## config.mk

```make
export PLATFORM = sky130hd
export DESIGN_NAME = websocket_frame_decoder
export DESIGN_NICKNAME = d
export VERILOG_FILES = /design/src/hdl/wsfd_pkg.sv /design/src/hdl/wsfd_parse.sv /design/src/hdl/wsfd_queue.sv /design/src/hdl/wsfd_emit.sv /design/src/hdl/websocket_frame_decoder.sv
export SDC_FILE = /design/constraint.sdc
export NUM_CORES = 1
export LEC_CHECK = 0
export BUFFER_PORTS_ARGS = -buffer_cell sky130_fd_sc_hd__buf_2
export CAP_MARGIN = 20
export CORE_UTILIZATION = 40
export CTS_BUF_LIST = sky130_fd_sc_hd__clkbuf_4 sky130_fd_sc_hd__clkbuf_8
export DETAILED_ROUTE_END_ITERATION = 16
export GPL_ROUTABILITY_DRIVEN = 0
export PLACE_DENSITY_LB_ADDON = 0.12
export RECOVER_POWER = 100
export SETUP_SLACK_MARGIN = 0.02
export SYNTH_ARGS = -nofsm -noshare
export SYNTH_HDL_FRONTEND = slang
export SYNTH_SLANG_ARGS = --single-unit
```

## constraint.sdc

```tcl
create_clock -name clk -period 6.5 [get_ports clk]
set_input_delay 0.65 -clock clk [delete_from_list [all_inputs] [get_ports clk]]
set_output_delay 0.65 -clock clk [all_outputs]
set_load 0.005 [all_outputs]
```

## src/hdl/wsfd_pkg.sv

```systemverilog
// ----------------------------------------------------------------------------
// wsfd_pkg
// Shared types and constants of the WebSocket frame decoder.
// ----------------------------------------------------------------------------
package wsfd_pkg;

  localparam int QUEUE_DEPTH = 2;

  localparam logic [6:0] LEN_CODE_EXT16 = 7'd126;
  localparam logic [6:0] LEN_CODE_EXT64 = 7'd127;
  localparam logic [3:0] EXT16_BYTES    = 4'd2;
  localparam logic [3:0] EXT64_BYTES    = 4'd8;
  localparam logic [3:0] KEY_BYTES      = 4'd4;

  typedef enum logic [2:0] {
    PH_HDR1   = 3'd0,
    PH_HDR2   = 3'd1,
    PH_EXTLEN = 3'd2,
    PH_KEY    = 3'd3,
    PH_DATA   = 3'd4
  } phase_t;

  // fin, rsv1..3, opcode, mask
  typedef struct packed {
    logic       fin;
    logic       rsv1;
    logic       rsv2;
    logic       rsv3;
    logic [3:0] opcode;
    logic       mask;
  } hdr_flags_t;

  // one queued result: raw byte and the key byte still to be applied
  typedef struct packed {
    logic        is_header;
    hdr_flags_t  flags;
    logic [63:0] length;
    logic [7:0]  raw_byte;
    logic [7:0]  key_byte;
    logic        frame_end;
  } result_t;

endpackage

```

## src/hdl/wsfd_parse.sv

```systemverilog
// ----------------------------------------------------------------------------
// wsfd_parse
// Front part: accepts stream bytes, tracks the frame phase and queues results.
// ----------------------------------------------------------------------------
module wsfd_parse (
  input  logic               clk,
  input  logic               rst,
  input  logic               in_valid,
  output logic               in_stall,
  input  logic [7:0]         rx_byte,
  input  logic               q_full,
  output logic               push,
  output wsfd_pkg::result_t  push_data
);

  wsfd_pkg::phase_t     phase;
  wsfd_pkg::phase_t     phase_next;
  logic [3:0]           ext_len_count;
  logic [3:0]           ext_len_count_next;
  logic [63:0]          length_accum;
  logic [63:0]          length_accum_next;
  logic [63:0]          bytes_remaining;
  logic [63:0]          bytes_remaining_next;
  logic [31:0]          mask_key;
  logic [31:0]          mask_key_next;
  logic [1:0]           key_position;
  logic [1:0]           key_position_next;
  wsfd_pkg::hdr_flags_t header_flags;
  wsfd_pkg::hdr_flags_t header_flags_next;

  logic        accept;
  logic [6:0]  len_code;
  logic [3:0]  count_dec;
  logic [63:0] ext_len_shift;
  logic        last_byte;
  logic        len_zero_code;
  logic        len_zero_ext;
  logic        len_zero_key;
  logic [7:0]  cur_key_byte;

  assign in_stall      = q_full;
  assign accept        = in_valid && !q_full;
  assign len_code      = rx_byte[6:0];
  assign count_dec     = ext_len_count - 4'd1;
  assign ext_len_shift = {length_accum[55:0], rx_byte};
  assign last_byte     = (bytes_remaining[63:1] == 63'd0);
  assign len_zero_code = (len_code == 7'd0);
  assign len_zero_ext  = (ext_len_shift == 64'd0);
  assign len_zero_key  = (length_accum == 64'd0);
  assign cur_key_byte  = mask_key[(2'd3 - key_position) * 8 +: 8];

  // next phase
  always_comb begin
    phase_next = phase;
    if (accept) begin
      unique case (phase)
        wsfd_pkg::PH_HDR1: phase_next = wsfd_pkg::PH_HDR2;
        wsfd_pkg::PH_HDR2: begin
          if (len_code == wsfd_pkg::LEN_CODE_EXT16 || len_code == wsfd_pkg::LEN_CODE_EXT64)
            phase_next = wsfd_pkg::PH_EXTLEN;
          else if (rx_byte[7])
            phase_next = wsfd_pkg::PH_KEY;
          else if (len_zero_code)
            phase_next = wsfd_pkg::PH_HDR1;
          else
            phase_next = wsfd_pkg::PH_DATA;
        end
        wsfd_pkg::PH_EXTLEN: begin
          if (count_dec != 4'd0)
            phase_next = wsfd_pkg::PH_EXTLEN;
          else if (header_flags.mask)
            phase_next = wsfd_pkg::PH_KEY;
          else if (len_zero_ext)
            phase_next = wsfd_pkg::PH_HDR1;
          else
            phase_next = wsfd_pkg::PH_DATA;
        end
        wsfd_pkg::PH_KEY: begin
          if (count_dec != 4'd0)
            phase_next = wsfd_pkg::PH_KEY;
          else if (len_zero_key)
            phase_next = wsfd_pkg::PH_HDR1;
          else
            phase_next = wsfd_pkg::PH_DATA;
        end
        wsfd_pkg::PH_DATA: begin
          if (last_byte)
            phase_next = wsfd_pkg::PH_HDR1;
        end
        default: phase_next = wsfd_pkg::PH_HDR1;
      endcase
    end
  end

  // datapath and queue push
  always_comb begin
    ext_len_count_next   = ext_len_count;
    length_accum_next    = length_accum;
    bytes_remaining_next = bytes_remaining;
    mask_key_next        = mask_key;
    key_position_next    = key_position;
    header_flags_next    = header_flags;
    push                 = 1'b0;
    push_data            = '0;
    if (accept) begin
      unique case (phase)
        wsfd_pkg::PH_HDR1: begin
          header_flags_next.fin    = rx_byte[7];
          header_flags_next.rsv1   = rx_byte[6];
          header_flags_next.rsv2   = rx_byte[5];
          header_flags_next.rsv3   = rx_byte[4];
          header_flags_next.opcode = rx_byte[3:0];
          header_flags_next.mask   = 1'b0;
          length_accum_next        = 64'd0;
        end
        wsfd_pkg::PH_HDR2: begin
          header_flags_next.mask = rx_byte[7];
          if (len_code == wsfd_pkg::LEN_CODE_EXT16) begin
            length_accum_next  = 64'd0;
            ext_len_count_next = wsfd_pkg::EXT16_BYTES;
          end else if (len_code == wsfd_pkg::LEN_CODE_EXT64) begin
            length_accum_next  = 64'd0;
            ext_len_count_next = wsfd_pkg::EXT64_BYTES;
          end else begin
            length_accum_next = {57'd0, len_code};
            mask_key_next     = 32'd0;
            if (rx_byte[7]) begin
              ext_len_count_next = wsfd_pkg::KEY_BYTES;
            end else begin
              bytes_remaining_next = {57'd0, len_code};
              key_position_next    = 2'd0;
              push                 = 1'b1;
              push_data.is_header  = 1'b1;
              push_data.flags      = header_flags_next;
              push_data.length     = {57'd0, len_code};
              push_data.frame_end  = len_zero_code;
            end
          end
        end
        wsfd_pkg::PH_EXTLEN: begin
          length_accum_next  = ext_len_shift;
          ext_len_count_next = count_dec;
          if (count_dec == 4'd0) begin
            mask_key_next = 32'd0;
            if (header_flags.mask) begin
              ext_len_count_next = wsfd_pkg::KEY_BYTES;
            end else begin
              bytes_remaining_next = ext_len_shift;
              key_position_next    = 2'd0;
              push                 = 1'b1;
              push_data.is_header  = 1'b1;
              push_data.flags      = header_flags;
              push_data.length     = ext_len_shift;
              push_data.frame_end  = len_zero_ext;
            end
          end
        end
        wsfd_pkg::PH_KEY: begin
          mask_key_next      = {mask_key[23:0], rx_byte};
          ext_len_count_next = count_dec;
          if (count_dec == 4'd0) begin
            bytes_remaining_next = length_accum;
            key_position_next    = 2'd0;
            push                 = 1'b1;
            push_data.is_header  = 1'b1;
            push_data.flags      = header_flags;
            push_data.length     = length_accum;
            push_data.frame_end  = len_zero_key;
          end
        end
        wsfd_pkg::PH_DATA: begin
          key_position_next    = key_position + 2'd1;
          bytes_remaining_next = last_byte ? 64'd0 : bytes_remaining - 64'd1;
          push                 = 1'b1;
          push_data.flags      = header_flags;
          push_data.length     = length_accum;
          push_data.raw_byte   = rx_byte;
          push_data.key_byte   = header_flags.mask ? cur_key_byte : 8'd0;
          push_data.frame_end  = last_byte;
        end
        default: ;
      endcase
    end
  end

  always_ff @(posedge clk) begin
    if (rst) begin
      phase           <= wsfd_pkg::PH_HDR1;
      ext_len_count   <= 4'd0;
      length_accum    <= 64'd0;
      bytes_remaining <= 64'd0;
      mask_key        <= 32'd0;
      key_position    <= 2'd0;
      header_flags    <= '0;
    end else begin
      phase           <= phase_next;
      ext_len_count   <= ext_len_count_next;
      length_accum    <= length_accum_next;
      bytes_remaining <= bytes_remaining_next;
      mask_key        <= mask_key_next;
      key_position    <= key_position_next;
      header_flags    <= header_flags_next;
    end
  end

endmodule

```

## src/hdl/wsfd_queue.sv

```systemverilog
// ----------------------------------------------------------------------------
// wsfd_queue
// Short result queue between the parser and the output stage.
// ----------------------------------------------------------------------------
module wsfd_queue #(
  parameter int DEPTH = wsfd_pkg::QUEUE_DEPTH
) (
  input  logic               clk,
  input  logic               rst,
  input  logic               push,
  input  wsfd_pkg::result_t  push_data,
  input  logic               pop,
  output wsfd_pkg::result_t  pop_data,
  output logic               empty,
  output logic               full
);

  localparam int PTR_W = (DEPTH > 1) ? $clog2(DEPTH) : 1;
  localparam int CNT_W = $clog2(DEPTH + 1);
  localparam logic [PTR_W-1:0] PTR_LAST = PTR_W'(DEPTH - 1);
  localparam logic [CNT_W-1:0] CNT_FULL = CNT_W'(DEPTH);

  wsfd_pkg::result_t entries [DEPTH];
  logic [PTR_W-1:0]  wr_ptr;
  logic [PTR_W-1:0]  rd_ptr;
  logic [CNT_W-1:0]  count;

  assign empty    = (count == '0);
  assign full     = (count == CNT_FULL);
  assign pop_data = entries[rd_ptr];

  always_ff @(posedge clk) begin
    if (push)
      entries[wr_ptr] <= push_data;
  end

  always_ff @(posedge clk) begin
    if (rst) begin
      wr_ptr <= '0;
      rd_ptr <= '0;
      count  <= '0;
    end else begin
      if (push)
        wr_ptr <= (wr_ptr == PTR_LAST) ? '0 : wr_ptr + PTR_W'(1);
      if (pop)
        rd_ptr <= (rd_ptr == PTR_LAST) ? '0 : rd_ptr + PTR_W'(1);
      if (push && !pop)
        count <= count + CNT_W'(1);
      else if (pop && !push)
        count <= count - CNT_W'(1);
    end
  end

endmodule

```

## src/hdl/wsfd_emit.sv

```systemverilog
// ----------------------------------------------------------------------------
// wsfd_emit
// Back part: unmasks payload bytes and holds the registered result.
// ----------------------------------------------------------------------------
module wsfd_emit (
  input  logic               clk,
  input  logic               rst,
  input  logic               q_empty,
  input  wsfd_pkg::result_t  q_data,
  output logic               pop,
  output logic               out_valid,
  input  logic               out_stall,
  output logic               is_header,
  output logic               fin,
  output logic               rsv1,
  output logic               rsv2,
  output logic               rsv3,
  output logic [3:0]         frame_opcode,
  output logic               masked,
  output logic [63:0]        frame_length,
  output logic [7:0]         data_byte,
  output logic               frame_end
);

  assign pop = !q_empty && (!out_valid || !out_stall);

  always_ff @(posedge clk) begin
    if (rst)
      out_valid <= 1'b0;
    else if (!out_valid || !out_stall)
      out_valid <= !q_empty;
  end

  always_ff @(posedge clk) begin
    if (pop) begin
      is_header    <= q_data.is_header;
      fin          <= q_data.flags.fin;
      rsv1         <= q_data.flags.rsv1;
      rsv2         <= q_data.flags.rsv2;
      rsv3         <= q_data.flags.rsv3;
      frame_opcode <= q_data.flags.opcode;
      masked       <= q_data.flags.mask;
      frame_length <= q_data.length;
      data_byte    <= q_data.raw_byte ^ q_data.key_byte;
      frame_end    <= q_data.frame_end;
    end
  end

endmodule

```

## src/hdl/websocket_frame_decoder.sv

```systemverilog
// ----------------------------------------------------------------------------
// websocket_frame_decoder
// Parses a WebSocket byte stream into header and unmasked payload results.
//
//   channel | direction | handshake            | payload
//   --------+-----------+----------------------+-------------------------------
//   in      | to block  | in_valid / in_stall  | rx_byte
//   out     | from block| out_valid / out_stall| is_header .. frame_end
//
// One byte is taken per cycle while in_stall is low; each payload byte and each
// completed header gives one result that shows on the outputs after passing
// through the result queue and the output register. Header bytes before
// completion give no result.
// Reset clears the parse phase, the queue and the output valid.
// in_stall is the result queue's full flag; the queue fills while out_stall holds.
// ----------------------------------------------------------------------------
module websocket_frame_decoder #(
  parameter int QUEUE_DEPTH = wsfd_pkg::QUEUE_DEPTH
) (
  input  logic        clk,
  input  logic        rst,
  input  logic        in_valid,
  output logic        in_stall,
  input  logic [7:0]  rx_byte,
  output logic        out_valid,
  input  logic        out_stall,
  output logic        is_header,
  output logic        fin,
  output logic        rsv1,
  output logic        rsv2,
  output logic        rsv3,
  output logic [3:0]  frame_opcode,
  output logic        masked,
  output logic [63:0] frame_length,
  output logic [7:0]  data_byte,
  output logic        frame_end
);

  logic              push;
  wsfd_pkg::result_t push_data;
  logic              pop;
  wsfd_pkg::result_t pop_data;
  logic              q_empty;
  logic              q_full;

  wsfd_parse u_parse (
    .clk       (clk),
    .rst       (rst),
    .in_valid  (in_valid),
    .in_stall  (in_stall),
    .rx_byte   (rx_byte),
    .q_full    (q_full),
    .push      (push),
    .push_data (push_data)
  );

  wsfd_queue #(
    .DEPTH (QUEUE_DEPTH)
  ) u_queue (
    .clk       (clk),
    .rst       (rst),
    .push      (push),
    .push_data (push_data),
    .pop       (pop),
    .pop_data  (pop_data),
    .empty     (q_empty),
    .full      (q_full)
  );

  wsfd_emit u_emit (
    .clk          (clk),
    .rst          (rst),
    .q_empty      (q_empty),
    .q_data       (pop_data),
    .pop          (pop),
    .out_valid    (out_valid),
    .out_stall    (out_stall),
    .is_header    (is_header),
    .fin          (fin),
    .rsv1         (rsv1),
    .rsv2         (rsv2),
    .rsv3         (rsv3),
    .frame_opcode (frame_opcode),
    .masked       (masked),
    .frame_length (frame_length),
    .data_byte    (data_byte),
    .frame_end    (frame_end)
  );

endmodule

```

Word level (Yosys, flattened, before mapping)
Memories as Yosys holds them, arrays and structs flattened. A register that Yosys moved wholly into a read port is not among the register bits. Index checks and enable logic that the tools add are counted.

Bits of input ports: 12. RAM bits: 182. Memories: 1. Output and inout bits: 85. Register bits after elaboration: 266. Word-level logic and storage cells: 157.

Shift-type cells: 1. Mux-type cells: 73. Add/sub/neg operators: 8. Bitwise operators: 1. Equal/unequal tests: 15. Reduce and logical (&&, ||, !) cells: 32.

Memories: u_queue.entries (words 2, width 91, rd ports 1, clocked after Yosys merged registers in 1, wr ports 1, line wsfd_queue.sv:23) `wsfd_pkg::result_t entries [DEPTH];`.

Operators by type and width (count): $mux W64 (8); $mux W74 (6); $pmux W73 S4 (1); $pmux W64 S4 (1); $pmux W64 S3 (1); $logic_not A64 Y1 (2); $mux W32 (3); $pmux W32 S3 (1); $mux W91 (1); $sub A64 B1 Y64 const B (1); $logic_not A63 Y1 (1); $shiftx A32 B33 Y8 (1); $mux W3 (9); $mux W4 (5); $mux W1 (19); $mux W16 (1); $mux W2 (8); $pmux W3 S5 (1); $eq A7 B7 Y1 const B (2); $pmux W4 S3 (1); $mux W8 (1); $ne A2 B2 Y1 const B (4); $pmux W1 S4 (2); $pmux W2 S4 (1); 29 further kinds (49).

Longest topological paths before layout
Gate-level depths: netlist of the first run.

Word-level depth: 9. Depth in mapped cells: 13. Depth with buffers taken out: 11.

By module
Synthesis of the first run repeated with hierarchy kept, for this count alone.

Cells, all modules: 1740. Area total of the unflattened synthesis: 19795.2 µm².

By module, submodules not included: wsfd_parse (cells an instance 1340, area each 10388.7 µm², instances 1, seq. area each 3563.4 µm²); wsfd_queue (cells an instance 305, area each 6806.5 µm², instances 1, seq. area each 5565.3 µm²); wsfd_emit (cells an instance 95, area each 2600.0 µm², instances 1, seq. area each 2512.4 µm²).

Worst setup path before layout of the first run
OpenSTA, ideal clock, no wires.

Kind: reg-to-reg. Start point: register u_parse.ext_len_count[0]. End point: memory u_queue.entries[0][0] in the netlist's numbering, enable pin. Clock period less this slack: 6.436 ns. Required time: 5.958 ns. Stages on the path, launching flop included: 11. Library setup time: 0.542 ns. Path buffers: 3. Slack: 0.064 ns. Data arrival time: 5.894 ns. Cell sequence: dfxtp_1 -> inv_1 -> ha_1 -> nor3b_1 -> a31oi_2 -> or2_2 -> clkbuf_1 -> and2_1 -> clkbuf_1 -> clkbuf_1 -> nor2_1.

Word-level cells in the longest chain between the ends: 7. Elaborated cells on any way between the ends: 8. Those cells by class: add/sub: 1; mux: 6; reduce/logical: 1.

Ends and longest elaborated chain: from (decl) (line wsfd_parse.sv:18) `logic [3:0] ext_len_count;`; from (signal assigned) (line wsfd_parse.sv:197) `ext_len_count <= ext_len_count_next;`; $sub A4 B1 Y4 (*) (line wsfd_parse.sv:44) `assign count_dec = ext_len_count - 4'd1;`; $logic_not A4 Y1 (*) (line wsfd_parse.sv:143, wsfd_parse.sv:161); $mux W1 (on tied branches) (line wsfd_parse.sv:161, wsfd_parse.sv:143); $pmux W1 S4 (*) (line wsfd_parse.sv:106) `unique case (phase)`; $mux W1 (*) (line wsfd_parse.sv:105) `if (accept) begin`; $mux W1 (*) (line wsfd_queue.sv:33) `if (push)`; $mux W1 (not written as such) (*) (line wsfd_queue.sv:34) `entries[wr_ptr] <= push_data;`; to (decl) (line wsfd_queue.sv:23).

Every way passes the cells marked *; elsewhere a longest branch is shown, timed or not.

Worst setup path after layout of the first run
Start point: register u_parse.ext_len_count[0]. End point: memory u_queue.entries[1][47] in the netlist's numbering, enable pin.

Same word-level chain as after synthesis.

==> results.txt, run 1 <==
outcome -> finished with violations
violations in the final reports -> capacitance limit, slew limit
Setup Total Neg Slack -> 0 ps
buffers and inverters on the worst path -> 4
row count -> 80
most frequent cells in the layout -> edfxtp_1, nor2_1, dfxtp_1
wirelength, routed -> 53900 um
Area growth syn-to-layout -> 12.4%
most used flip-flop cell after synthesis -> edfxtp_1
Worst Setup Slack post-DPL -> 2320 ps
total placed cells including tap cells -> 2364
worst setup path class -> flip-flop to flip-flop
detailed-route via count -> 14600
post-layout minimum cycle time -> 4820 ps
setup repair bufs after CTS -> 0
clock skew -> 33.7 ps
Worst path top cell family by delay -> buffers and inverters
mean cell area of the mapped netlist -> 11.2 um^2
critical path fanouts, max -> 61
cts hold-fix bufs -> 0
Vert. Die Dim -> 223 um
fin worst setup slack -> 1680 ps
logic depth of the worst setup path including buffers -> 10
leakage component of the power -> 7.68 nW
total congestion overflow -> 0
share of flip-flops with an asynchronous set or reset -> 0%
Max Freq -> 0.207 GHz
vias in the first global route -> 13800
clock tree from TritonCTS -> done
global-route wire length before repair -> 83100 um
CTS buffer count -> 77
initial standard-cell utilization of the core -> 40.8%
fraction of the cycle the final worst path needs -> 74.2%
largest net degree at the start of global routing -> 72
cell breakdown of the critical path -> inv_1 -> ha_1 -> and4b_1 -> a31oi_1 -> or2_2 -> and2_0 -> clkbuf_1 -> inv_2 -> and2_4 -> buf_12
power density normalized to cell area -> 332 nW/um^2
Post-Syn Nets -> 1773
antenna violations before repair -> 1
Post-Synthesis Cell Area -> 19600 um^2
Hold Violations, Final -> 0
final antenna-violating net count -> 0
CTS H-Tree Depth -> 3
register-to-register setup slack -> 1680 ps
Syn. warnings -> 0
worst-case reg-to-reg path depth -> 10
slowest stage cell, crit path -> clkbuf_1
hold crit path type -> primary input to flip-flop
most frequent standard cell in the layout excluding fill and tap cells -> edfxtp_1
Gates resized, CTS repair -> 0
Worst slew margin -> -144%
Worst path max stage delay -> 900 ps
non-filler cells in the finished layout -> 2504
cell count after synthesis -> 1757
# DRC -> 0
launching instance or port of the critical path -> u_parse.ext_len_count[0]
measured slew at the worst slew-check pin -> 3660 ps
unrepaired setup endpoints after global routing -> false
Finish-stage setup viols -> 0
fraction of final layout cells with drive strength greater than 1 -> 16.1%
drt pass-1 iters -> 6
area after detailed placement -> 20600 um^2
Die Wd -> 223 um
Reg-to-Reg End -> u_queue.entries[1][47]
DP HPWL -> 33900 um
worst setup path endpoint -> u_queue.entries[1][47]
share of synthesized area occupied by flip-flops and latches -> 59.4%
Clk Latency, worst-skew pair -> 680 ps
FF+latch count, synth -> 449
count of antenna diodes in the layout -> 0
clock root buffer -> clkbuf_8
synth unique cells -> 71
number of pins with negative max-slew slack in the final report -> 192
total global routing track utilization -> 21.6%
Final Instance Area -> 22000 um^2
number of enable flip-flop cells after synthesis -> 265
startpoint of the lowest-slack register-to-register path -> u_parse.ext_len_count[0]
area of the die -> 49900 um^2
average via count per standard cell -> 5.82
I/O pin count -> 97
number of sinks handled by clock tree synthesis -> 449
Iter 0 DRT Violations -> 1621
data arrival time of the worst path -> 5190 ps
CTS max path bufs -> 3
Crit path required time -> 6870 ps
peak ir drop on the vdd network -> 139 uV
post-detailed-route wirelength per cell -> 21.5 um
buffers added on ports -> 96
Worst-path clk slew -> 60 ps
nets@finish -> 1844
CP endpoint kind -> flip-flop
critical path startpoint category -> flip-flop
placeable core region -> 48000 um^2
max-cap viol count -> 3
## power breakdown
group	switching [W]	internal, W	total, W	leakage, nW
sequential	0.000118	0.00342	0.00354	4.10
combinational	0.000800	0.000420	0.00122	2.74
clock	0.00116	0.00139	0.00255	0.832
## cell usage after synthesis, drive strengths merged (10+ instances only)
cell type	count	area share, %
edfxtp	265	41
buf	20	0.71
o32ai	10	0.45
and2	16	0.51
nand4	14	0.45
a31oi	17	0.57
o22ai	13	0.41
dfxtp	184	19
nand2	98	1.9
xor2	13	0.58
xnor2	10	0.45
a22oi	132	5.1
inv	22	0.42
mux2i	60	3.1
clkbuf	113	2.2
nand3	52	1.3
a21oi	92	2.3
nor3	40	1.0
and3	19	0.61
mux2	82	4.7
o21ai	89	2.4
or3	25	0.80
nor4	35	1.1
nor2	233	4.5
## kinds of logic (layout without fill, tap and decap cells)
group / count (synthesis) / in the layout / share of synthesized area, %
mux: 150 / 150 / 8.69
compound gates: 411 / 411 / 13.9
buf+inv: 156 / 288 / 3.32
fa+ha+maj: 4 / 4 / 0.255
simple gates: 564 / 564 / 13.4
xor+xnor: 23 / 23 / 1.03
flops: 449 / 449 / 59.4
## state kept, by name, summed over array words and instances (netlist names), 2 cells and up, named ones only
name                     cells
u_parse.length_accum        64
u_parse.mask_key            32
u_parse.header_flags         9
u_parse.bytes_remaining     64
u_parse.phase                3
u_emit.frame_opcode          4
u_queue.count                2
u_emit.data_byte             8
u_parse.key_position         2
u_queue.entries            182
u_emit.frame_length         64
u_parse.ext_len_count        4
## worst min path at each step
| stage | startpoint | to | slack (ps) | cells past startpoint |
|---|---|---|---|---|
| finish | out_stall | u_emit.out_valid | 310 | 3 |
| global route | out_stall | u_emit.out_valid | 300 | 3 |
| CTS | out_stall | u_emit.out_valid | 270 | 3 |
| detailed placement | u_parse.mask_key[29] | u_parse.mask_key[29] | 440 | 2 |
| global placement | u_parse.mask_key[25] | u_parse.mask_key[25] | 430 | 2 |
| floorplan | u_parse.bytes_remaining[31] | u_parse.bytes_remaining[31] | 430 | 2 |
## final cells by class
cell class | instances | area, um^2
inverter | 23 | 87.6
fill | 4547 | 26000
timing repair buffer | 125 | 659
multi-input combinational | 1152 | 7330
sequential | 449 | 11600
clock inverter | 29 | 189
clock buffer | 111 | 1350
tap | 615 | 769
## stage by stage
stage,total power [W],hold slack [ps],util [%]
final,0.00731,306,45.9
after global routing,0.00766,299,45.9
after CTS,0.00743,267,46.1
after detailed placement,0.00485,443,42.9
after global placement,0.00484,435,42.9
after floorplan,0.00434,425,-
## worst reg2reg max path: cells and delay by family (launching register included)
family,cells,cell delay [ps]
AO/OA/AOI/OAI,1,710
adder cells (fa/ha/maj),1,250
buffers and inverters,4,1970
flip-flops,1,380
AND/OR/NAND/NOR,4,1210
## per-layer routing
metal  share of wire [%]  vias to the layer above  GRT usage [%]
li1                    -                     6759              -
met4                 2.6                        2           8.09
met1                  48                     7119           32.4
met3                 7.2                       94           4.20
met2                  42                      596           30.5
met5               0.022                        -              0
No activity file was read; power rests on OpenSTA's default activity.
==> run 2, diff against run 1 <==
ABC_AREA = 1   (was unset)
clock period = 4.42 ns   (was 6.5 ns; I/O delays follow)
==> run 2 against run 1 <==
Effect of this change: the run still ends with capacitance limit, slew limit left; sequential cell count did not move; maximum frequency rose by 32%; count of clock-buffer cells in the layout rose by 3; power rose by 72%; synthesized cell count rose by 35%; clock power rose by 58%; hold slack got worse by 180 ps; final area rose by 6.5%; critical endpoint is now u_queue.entries[1][75].
==> results.txt, run 2 <==
clock share of power -> 31.9%
area of the die -> 53100 um^2
Clk Latency, worst-skew pair -> 680 ps
clock root buffer -> clkbuf_8
power density normalized to cell area -> 537 nW/um^2
total global routing track utilization -> 22.4%
CTS buffer count -> 79
CTS max path bufs -> 3
max FFs per register -> 182
data arrival time of the worst path -> 3930 ps
top cells by area, synth -> edfxtp_1, dfxtp_1, nand2_1
hold crit path type -> primary input to flip-flop
register with the most flip-flops -> u_queue.entries
synth unique cells -> 33
wirelength, routed -> 59500 um
drt pass-1 iters -> 5
combined flip-flop and latch cell area -> 11600 um^2
Finish-stage setup viols -> 0
met2 routed WL -> 25700 um
I/O pin count -> 97
Multi-input gate area -> 8030 um^2
outcome -> finished with violations
leading cell types by count after synthesis -> nand2_1, nor2_1, edfxtp_1, a21oi_1, dfxtp_1
wire length on met3 -> 4740 um
number of enable flip-flop cells after synthesis -> 265
FF+latch count, synth -> 449
net switching share of the total power -> 32.3%
total congestion overflow -> 0
Area growth syn-to-layout -> 12.5%
share of flip-flops with an asynchronous set or reset -> 0%
Crit path required time -> 4690 ps
detailed-route via count -> 16900
nets@finish -> 2456
Iter 0 DRT Violations -> 1615
Gates resized, CTS repair -> 0
fraction of the cycle the final worst path needs -> 82.9%
setup repair bufs after CTS -> 0
switching power -> 0.00407 W
worst setup path class -> flip-flop to flip-flop
antenna violations before repair -> 5
vias in the first global route -> 16200
measured slew at the worst slew-check pin -> 1720 ps
Post-Synthesis Cell Area -> 20900 um^2
DRT met1 WL -> 28000 um
Sequential Power Share -> 43.9%
cell count after synthesis -> 2364
leakage component of the power -> 8.76 nW
Max Freq -> 0.273 GHz
number of sinks handled by clock tree synthesis -> 449
DP HPWL -> 39600 um
most frequent standard cell in the layout excluding fill and tap cells -> nand2_1
Hold Violations, Final -> 0
most used flip-flop cell after synthesis -> edfxtp_1
clock skew -> 41.1 ps
Setup Total Neg Slack -> 0 ps
peak ir drop on the vdd network -> 294 uV
Syn. warnings -> 0
Die Wd -> 230 um
unrepaired setup endpoints after global routing -> false
global-route wire length before repair -> 92300 um
Reg-to-Reg End -> u_queue.entries[1][75]
cts hold-fix bufs -> 0
top routing layer in use -> met5
number of pins with negative max-slew slack in the final report -> 178
post-layout minimum cycle time -> 3660 ps
Worst slew margin -> -14.4%
critical path startpoint category -> flip-flop
total placed cells including tap cells -> 3039
largest area contributor in the synthesized netlist -> edfxtp_1
fraction of final layout cells with drive strength greater than 1 -> 11.5%
initial standard-cell utilization of the core -> 40.6%
clock tree from TritonCTS -> done
Worst-path clk slew -> 60 ps
share of synthesized area occupied by flip-flops and latches -> 55.8%
Worst Hold Depth -> 3
share of the synthesized area in the top cell type -> 38.1%
Post-Syn Nets -> 2380
startpoint of the lowest-slack register-to-register path -> u_parse.phase[1]
internal power contribution -> 0.00853 W
critical path fanouts, max -> 92
CTS H-Tree Depth -> 3
largest net degree at the start of global routing -> 162
# DRC -> 0
combinational share of power -> 24.2%
placeable core region -> 51400 um^2
mean cell area of the mapped netlist -> 8.83 um^2
hold path startpoint -> out_stall
non-filler cells in the finished layout -> 3187
buffers added on ports -> 96
fill cell instance count of the final layout -> 5118
Vert. Die Dim -> 230 um
most frequent cells in the layout -> nand2_1, nor2_1, edfxtp_1
destination of the worst hold path -> u_emit.out_valid
row count -> 83
final antenna-violating net count -> 0
violations in the final reports -> capacitance limit, slew limit
max-cap viol count -> 5
post-layout total power -> 0.0126 W
CP endpoint kind -> flip-flop
post-detailed-route wirelength per cell -> 18.7 um
register-to-register setup slack -> 760 ps
average via count per standard cell -> 5.31
worst-case reg-to-reg path depth -> 11
dominant cell by count in the synthesized netlist -> nand2_1
-- run 2: worst max-delay path by stage --
stage	start	to	slack [ps]	cells after the start
6_report	u_parse.phase[1]	u_queue.entries[1][75]	760	11
2_1_floorplan	u_parse.ext_len_count[0]	u_queue.entries[0][0]	320	8
3_3_place_gp	rx_byte[1]	u_parse.bytes_remaining[1]	1250	12
3_5_place_dp	rx_byte[1]	u_parse.bytes_remaining[3]	1120	11
4_1_cts	u_parse.ext_len_count[0]	u_parse.bytes_remaining[3]	1170	10
5_1_grt	u_parse.phase[1]	u_parse.bytes_remaining[1]	440	12
-- run 2: logic make-up (layout without fill, tap and decap cells) --
| logic type | Yosys count | count (layout) | share of synthesized area (%) |
|---|---|---|---|
| adders and majority gates | 4 | 4 | 0.240 |
| buffers and inverters | 294 | 435 | 5.69 |
| muxes | 75 | 75 | 4.05 |
| AOI/OAI and AO/OA | 491 | 491 | 12.8 |
| xor gates and xnor gates | 44 | 44 | 1.85 |
| and+or+nand+nor | 1007 | 1007 | 19.5 |
| other | 0 | 2 | 0 |
| DFF | 449 | 449 | 55.8 |
-- run 2: area by class of cell --
type | instances | area share [%]
Sequential cell | 449 | 49.6
Multi-Input combinational cell | 1621 | 34.2
Clock buffer | 114 | 6.13
Tap cell | 680 | 3.62
Inverter | 173 | 2.78
Timing Repair Buffer | 116 | 2.60
Clock inverter | 32 | 1.03
Antenna cell | 2 | 0.0213
-- run 2: routing by layer --
metal  vias to the layer above  global-route usage (%)
met1                      8038                    32.3
met3                        98                    4.80
met4                         6                    6.66
li1                       8162                       -
met2                       619                    33.5
met5                         -                       0
-- run 2: metrics by stage --
stage	utilization, %	setup slack, ps	hold slack (ps)	instance area (um^2)
after detailed placement	42.6	1120	447	21900
after global routing	45.7	444	116	23500
after global placement	42.6	1250	427	21900
final	45.7	756	126	23500
after floorplan	-	315	426	20900
after CTS	45.9	1170	85.1	23600
-- run 2: power groups by stage --
| stage | combinational (W) | clock (W) | sequential, W |
|---|---|---|---|
| 3_5_place_dp | 0.00313 | 0 | 0.00562 |
| 5_1_grt | 0.00338 | 0.00431 | 0.00559 |
| 2_1_floorplan | 0.00200 | 0 | 0.00559 |
| 4_1_cts | 0.00315 | 0.00413 | 0.00554 |
| 3_3_place_gp | 0.00313 | 0 | 0.00561 |
| 6_report | 0.00305 | 0.00402 | 0.00553 |
-- run 2: worst max-delay path, cell delays in order (launching register included) --
cell,delay [ps]
dfxtp_1,340
inv_1,120
nor2_4,60
inv_1,170
nor2_4,40
clkbuf_2,430
nand2_1,310
nand3_2,470
nor2_1,540
nand2_1,120
clkinvlp_2,130
buf_12,320
